==> src/twcc_pkg.sv <==
// ----------------------------------------------------------------------------
// Triangle winding check package
// Shared payload types, register indexes, verdict codes and the control
// interface between the controller and the datapath.
// ----------------------------------------------------------------------------
package twcc_pkg;

    // Input vertex: Q8.8 position, Q1.14 normal and the end-of-mesh mark.
    typedef struct packed {
        logic signed [15:0] pos_x;
        logic signed [15:0] pos_y;
        logic signed [15:0] pos_z;
        logic signed [15:0] nrm_x;
        logic signed [15:0] nrm_y;
        logic signed [15:0] nrm_z;
        logic               last_vertex;
    } vertex_t;

    // Result delivered on the mesh's last vertex.
    typedef struct packed {
        logic [1:0]  verdict;
        logic [20:0] inverted_count;
        logic [20:0] counted_total;
    } result_t;

    // Configuration port widths and register indexes.
    localparam int CFG_INDEX_W = 2;
    localparam int CFG_DATA_W  = 64;
    localparam logic [CFG_INDEX_W-1:0] CFG_IDX_AREA_LIMIT   = 2'd0;
    localparam logic [CFG_INDEX_W-1:0] CFG_IDX_NORMAL_LIMIT = 2'd1;
    localparam int NORMAL_LIMIT_W = 37;

    // Verdict codes.
    localparam logic [1:0] VERDICT_CLEAN      = 2'd0;
    localparam logic [1:0] VERDICT_FLIPPED    = 2'd1;
    localparam logic [1:0] VERDICT_INSIDE_OUT = 2'd2;
    localparam logic [1:0] VERDICT_EMPTY      = 2'd3;

    // Tally field width and its largest value.
    localparam int TALLY_W = 21;
    localparam int unsigned TALLY_FIELD_MAX = 2097151;

    // Multiply sequence: steps 0 to STEP_LAST_ISSUE issue a product, the
    // drain step only accumulates the final one.
    localparam int STEP_W = 4;
    localparam logic [STEP_W-1:0] STEP_LAST_ISSUE = 4'd14;
    localparam logic [STEP_W-1:0] STEP_DRAIN      = 4'd15;

    // Commands from the controller to the datapath.
    typedef struct packed {
        logic              load_vertex;
        logic              hold_sel;
        logic              load_edges;
        logic              issue;
        logic [STEP_W-1:0] step;
        logic              decide;
        logic              emit;
    } twcc_cmd_t;

    // Status from the datapath to the controller.
    typedef struct packed {
        logic out_free;
    } twcc_stat_t;

    // Sign extension helpers for the edge and normal-sum adders.
    function automatic logic signed [16:0] sx17(input logic signed [15:0] v);
        sx17 = $signed({v[15], v});
    endfunction

    function automatic logic signed [17:0] sx18(input logic signed [15:0] v);
        sx18 = $signed({{2{v[15]}}, v});
    endfunction

endpackage

==> src/twcc_ctrl.sv <==
// ----------------------------------------------------------------------------
// Triangle winding check controller
// Tracks the vertex position within the open triangle and sequences the
// shared multiplier, the decision and the result hand-off.
// ----------------------------------------------------------------------------
module twcc_ctrl (
    input  logic                   aclk,
    input  logic                   aresetn,
    input  logic                   s_valid,
    output logic                   s_ready,
    input  logic                   s_last,
    input  twcc_pkg::twcc_stat_t   stat,
    output twcc_pkg::twcc_cmd_t    cmd
);
    import twcc_pkg::*;

    localparam logic [1:0] ST_IDLE   = 2'd0;
    localparam logic [1:0] ST_CALC   = 2'd1;
    localparam logic [1:0] ST_DECIDE = 2'd2;
    localparam logic [1:0] ST_EMIT   = 2'd3;

    localparam logic [1:0] PHASE_CLOSE = 2'd2;

    logic [1:0]        state_reg, state_next;
    logic [1:0]        phase_reg, phase_next;
    logic [STEP_W-1:0] step_reg, step_next;
    logic              last_reg, last_next;
    logic              s_accept;

    assign s_accept = s_valid && s_ready;

    // Next-state and command logic.
    always_comb begin
        state_next = state_reg;
        phase_next = phase_reg;
        step_next  = step_reg;
        last_next  = last_reg;
        s_ready    = 1'b0;
        cmd        = '0;
        cmd.step   = step_reg;
        unique case (state_reg)
            ST_IDLE: begin
                s_ready = 1'b1;
                if (s_accept) begin
                    if (phase_reg == PHASE_CLOSE) begin
                        cmd.load_edges = 1'b1;
                        phase_next     = 2'd0;
                        step_next      = '0;
                        last_next      = s_last;
                        state_next     = ST_CALC;
                    end else begin
                        cmd.load_vertex = 1'b1;
                        cmd.hold_sel    = phase_reg[0];
                        if (s_last) begin
                            phase_next = 2'd0;
                            state_next = ST_EMIT;
                        end else begin
                            phase_next = phase_reg + 2'd1;
                        end
                    end
                end
            end
            ST_CALC: begin
                cmd.issue = (step_reg <= STEP_LAST_ISSUE);
                step_next = step_reg + 1'b1;
                if (step_reg == STEP_DRAIN) begin
                    state_next = ST_DECIDE;
                end
            end
            ST_DECIDE: begin
                cmd.decide = 1'b1;
                state_next = last_reg ? ST_EMIT : ST_IDLE;
            end
            ST_EMIT: begin
                if (stat.out_free) begin
                    cmd.emit   = 1'b1;
                    state_next = ST_IDLE;
                end
            end
            default: begin
                state_next = ST_IDLE;
            end
        endcase
    end

    // Control registers.
    always_ff @(posedge aclk) begin
        if (!aresetn) begin
            state_reg <= ST_IDLE;
            phase_reg <= 2'd0;
            step_reg  <= '0;
            last_reg  <= 1'b0;
        end else begin
            state_reg <= state_next;
            phase_reg <= phase_next;
            step_reg  <= step_next;
            last_reg  <= last_next;
        end
    end

    // A closing vertex always starts the multiply sequence from step zero.
    a_close_starts_calc: assert property (@(posedge aclk) disable iff (!aresetn)
        (s_accept && phase_reg == PHASE_CLOSE) |=> (state_reg == ST_CALC && step_reg == '0))
        else $error("closing vertex did not start the multiply sequence");

    // The drain step hands over to the decision.
    a_drain_to_decide: assert property (@(posedge aclk) disable iff (!aresetn)
        (state_reg == ST_CALC && step_reg == STEP_DRAIN) |=> (state_reg == ST_DECIDE))
        else $error("multiply sequence did not end in the decision");

    // Outside idle no triangle is open.
    a_phase_clear_when_busy: assert property (@(posedge aclk) disable iff (!aresetn)
        (state_reg != ST_IDLE) |-> (phase_reg == 2'd0))
        else $error("vertex phase not cleared while busy");

endmodule

==> config.mk <==
export PLATFORM = sky130hd
export DESIGN_NAME = twcc_ctrl
export DESIGN_NICKNAME = d
export VERILOG_FILES = /design/src/twcc_pkg.sv /design/src/twcc_ctrl.sv
export SDC_FILE = /design/constraint.sdc
export NUM_CORES = 1
export LEC_CHECK = 0
export ABC_CLOCK_PERIOD_IN_PS = 2600
export BUFFER_PORTS_ARGS = -buffer_cell sky130_fd_sc_hd__clkbuf_2
export CAP_MARGIN = 0
export CORE_AREA = 2 2 39 41
export CTS_CLUSTER_DIAMETER = 60
export CTS_CLUSTER_SIZE = 20
export DETAILED_ROUTE_END_ITERATION = 8
export DIE_AREA = 0 0 41 43
export GPL_ROUTABILITY_DRIVEN = 0
export GPL_TIMING_DRIVEN = 0
export PLACE_DENSITY = 0.76
export SLEW_MARGIN = 20
export SYNTH_ARGS = -nofsm -noshare
export SYNTH_HDL_FRONTEND = slang
export SYNTH_SLANG_ARGS = --single-unit
export TNS_END_PERCENT = 100
==> constraint.sdc <==
create_clock -name aclk -period 2.6 [get_ports aclk]
set_clock_uncertainty 0.15 [all_clocks]
set_input_delay 0.52 -clock aclk [delete_from_list [all_inputs] [get_ports aclk]]
set_output_delay 0.52 -clock aclk [all_outputs]
set_load 0.02 [all_outputs]
**After elaboration in Yosys (flattened, before gate mapping)**

Cells that the tools add are included.
W data, S select, Z words.

- Flip-flop bits (word level): 9
- Bits in latches: 0
- Bits in writable memories: 0
- Bits in read-only memories: 0
- Input port bits: 5
- Output and inout bits: 11
- Word-level logic and storage cells: 45
- Memories kept: 0

- Add/subtract/negate cells: 2
- $mul: 0
- Divide/modulo/power cells: 0
- $lt $le $gt $ge: 1
- Eq/ne operators: 10
- Shifts and indexed selects: 0
- Muxes and demuxes: 21
- Bitwise gates (word level): 0
- Reduce and logical (&&, ||, !) cells: 7

Operators by type and width:

| kind | number |
|---|---|
| $mux W2 | 9 |
| $mux W4 | 2 |
| $ne A2 B2 Y1 const B | 4 |
| $pmux W2 S4 | 1 |
| $pmux W4 S2 | 1 |
| $eq A2 B2 Y1 const B | 3 |
| $mux W1 | 6 |
| $mux W3 | 2 |
| $reduce_and A3 Y1 | 2 |
| $add A4 B1 Y4 const B | 1 |
| $eq A4 B4 Y1 const B | 1 |
| $le A4 B4 Y1 const B | 1 |
| $reduce_and A4 Y1 | 1 |
| $ne A3 B3 Y1 const B | 1 |
| $add A2 B1 Y2 const B | 1 |
| $eq A2 B1 Y1 const B | 1 |
| $logic_not A2 Y1 | 1 |
| $reduce_and A2 Y1 | 1 |
| $reduce_bool A2 Y1 | 1 |
| $logic_and A1 B1 Y1 | 1 |

**Longest topological paths before layout**

- Depth in word-level cells: 5
- Gate-level depth with buffers: 5
- Gate-level depth less buffers: 5

**Worst setup path after synthesis**

Ideal clock, no wire load.

- Path type: input port to output port
- Start: input s_valid
- End: output cmd[8] in the netlist's numbering
- Data arrival time: 1444 ps
- Path slack: 486 ps
- Cell stages on the path: 3
- Path buffers: 1
- Cell sequence: or3b_1 > clkbuf_2 > nor3_1

RTL lines:

| element | line | RTL |
|---|---|---|
| start, declared | twcc_ctrl.sv:9 | `input logic s_valid,` |
| end, declared | twcc_ctrl.sv:13 | `output twcc_pkg::twcc_cmd_t cmd` |

==> run_results.csv <==
group,metric,value,unit
synthesis,ys_seq_area_frac,0.323,
floorplanning,row_count,14,
critical_path,critical_path.max_fanout,10,
cts,clk_latency,270,ps
timing,finalHoldViolations,0,
synthesis,synth.cell_area,558,sq um
route,wl_per_cell,11.4,um
cts,clockBufferDepth,2,
cts,cts_tree,"yes",
timing,fmax,463,MHz
floorplanning,die_w,41,um
job,drv_cap,0,
cts,cts_max_level,1,
timing,post-route-period-util,0.831,
critical_path,r2r_setup_slack,930,ps
route,wl,1160,um
synthesis,avgSynthCellArea,8.33,sq um
power_and_ir_drop,ir_worst_vdd,0.000336,V
layout,fin_cells,102,
timing,holdWs,312,ps
run_status,status,"complete, no violations",
timing,drv_slew,0,
cts,clock-sinks,9,
grt,grt_pass1_vias,451,
worst_hold_path,worstHoldPathType,"reg2reg",
placement,io_buffers,15,
route,vias,549,
grt,antenna_found_initial,0,
critical_path,startpoint_type,"register",
route,ant_nets,0,
synthesis,netlist_instances,67,
critical_path,cp.arrival,1490,ps
critical_path,reg2reg_depth,4,
floorplanning,ioPinCount,16,
floorplanning,dieHeight,43,um
grt,grt_max_degree,11,
power_and_ir_drop,power_leakage,0.291,nW
grt,grt_pass1_wl,1860,um
worst_hold_path,min_from,"phase_reg[0]",
layout,drive_above_1_share,0.244,
layout,syn_to_final_growth,21.7,%
critical_path,path_class,"reg2out",
grt,grt_overflow,0,
floorplanning,dieArea,1760,sq um
critical_path,r2r_end,"phase_reg[0]",
layout,diodes,0,
floorplanning,initial_utilization,0.403,
cts,clk_transition_reported_paths,60,ps
synthesis,syn_nets,76,
layout,largest_register_ffs,4,
placement,dp.cells,98,
synthesis,ys_ff_latch,9,
cts,cts_hold_buffers,0,
synthesis,synth.distinct_cells,27,
critical_path,cp.required,1930,ps
worst_hold_path,whs_path_depth,2,
route,firstDrtPassIters,3,
cts,cts_setup_buffers,0,
critical_path,cp-end-kind,"output pin",
synthesis,yosysWarningCount,0,
timing,worst_slew_pin_slew,440,ps
worst_hold_path,hold_end,"phase_reg[0]",
placement,hpwl,881,um
cts,cts_buffers,3,
route,remaining_drc_errors,0,
timing,grt_setup_unrepaired,"false",
floorplanning,core,1380,sq um
power_and_ir_drop,powerDensity,588,nW/um^2
timing,setup_tns,0,ps
cts,cts_resized,0,
timing,fin_crit,2160,ps
cts,cts_root_buffer,"clkbuf_4",
critical_path,rr_startpoint,"state_reg[1]",
layout,layout.nets,96,
route,dr.first_iter.drc_count,11,
route,viasPerCell,5.38,
grt,grtUsageTotal,0.155,
timing,max_slew_margin,0.707,
timing,setup_viol,0,
[worst max path at each step]
stage                 start      to  slack (ps)  cells past startpoint
6_report       state_reg[0]  cmd[6]         440                      4
3_5_place_dp        s_valid  cmd[8]         470                      5
5_1_grt        state_reg[0]  cmd[6]         290                      4
2_1_floorplan       s_valid  cmd[8]         490                      3
3_3_place_gp        s_valid  cmd[8]         480                      5
4_1_cts        state_reg[0]  cmd[6]         420                      4
[metal layers]
metal  global-route usage  routed length, um
met1                0.215                568
met2                0.194                488
met3               0.0995                 99
met5                    0                  0
met4               0.0400                  6
[layout by cell type (no fill, tap or decap)]
master / Yosys / final
o31ai_1: 3 / 3
clkbuf_2: 1 / 16
clkbuf_4: 0 / 3
or3_1: 1 / 1
inv_1: 5 / 5
nor3_1: 3 / 3
mux2i_1: 3 / 3
buf_2: 1 / 1
a21oi_1: 6 / 6
nand2_1: 3 / 3
and3_1: 1 / 1
dfxtp_1: 9 / 9
nand2b_1: 2 / 2
ha_1: 4 / 4
or4_1: 4 / 4
and3b_1: 1 / 1
nor2_1: 5 / 5
and2_1: 1 / 1
a22o_1: 1 / 1
or2b_1: 1 / 1
o21ai_0: 2 / 2
or3b_1: 1 / 1
nand4b_1: 2 / 2
nand3_1: 2 / 2
nor2b_1: 2 / 2
clkbuf_1: 1 / 2
and4bb_2: 1 / 1
a221o_1: 1 / 1
[critical path: stages (launching register included)]
cell and delay, ps:
dfxtp_1 340, clkbuf_1 280, nor2b_1 290, and2_1 160, clkbuf_2 160
[cell families after synthesis]
logic type                 after synthesis  share of synthesized area
adders and majority gates                4                     0.0897
muxes                                    3                     0.0538
buffers and inverters                    8                     0.0583
and+or+nand+nor                         30                      0.330
AOI/OAI and AO/OA                       13                      0.146
DFF                                      9                      0.323
[power breakdown]
group / internal, W / switching [W] / total [W]
Combinational: 0.0000499 / 0.0000784 / 0.000128
Sequential: 0.000149 / 0.0000112 / 0.000160
Clock: 0.0000593 / 0.0000521 / 0.000111
[final cells by class]
type / count / area, sq um
plain buffers: 3 / 13.8
clock buffers: 4 / 26.3
fillers: 137 / 704
inverters: 5 / 18.8
multi-input cells: 50 / 345
flip-flops and latches: 9 / 180
well taps: 16 / 20.0
repair buffers: 15 / 75.1
[synthesized netlist by cell type]
cell / count / area share
dfxtp_1: 9 / 0.32
nor2b_1: 2 / 0.022
nor2_1: 5 / 0.034
or3b_1: 1 / 0.016
o31ai_1: 3 / 0.040
nor3_1: 3 / 0.027
and3_1: 1 / 0.011
and3b_1: 1 / 0.016
o21ai_0: 2 / 0.018
nand3_1: 2 / 0.018
nand4b_1: 2 / 0.031
clkbuf_2: 1 / 0.0090
inv_1: 5 / 0.034
a221o_1: 1 / 0.018
clkbuf_1: 1 / 0.0067
a22o_1: 1 / 0.016
mux2i_1: 3 / 0.054
nand2b_1: 2 / 0.022
ha_1: 4 / 0.090
or4_1: 4 / 0.054
and4bb_2: 1 / 0.022
or2b_1: 1 / 0.013
or3_1: 1 / 0.011
a21oi_1: 6 / 0.054
and2_1: 1 / 0.011
nand2_1: 3 / 0.020
buf_2: 1 / 0.0090
[per-stage QoR]
stage               instance area [sq um]  power, W  setup slack (ps)  utilization
floorplan                             558  0.000254               486            -
global placement                      653  0.000288               483        0.472
detailed placement                    653  0.000291               474        0.472
CTS                                   679  0.000405               417        0.491
global route                          679  0.000426               290        0.491
finish                                679  0.000400               439        0.491
Note: power is estimated with default switching activity, not from simulation.
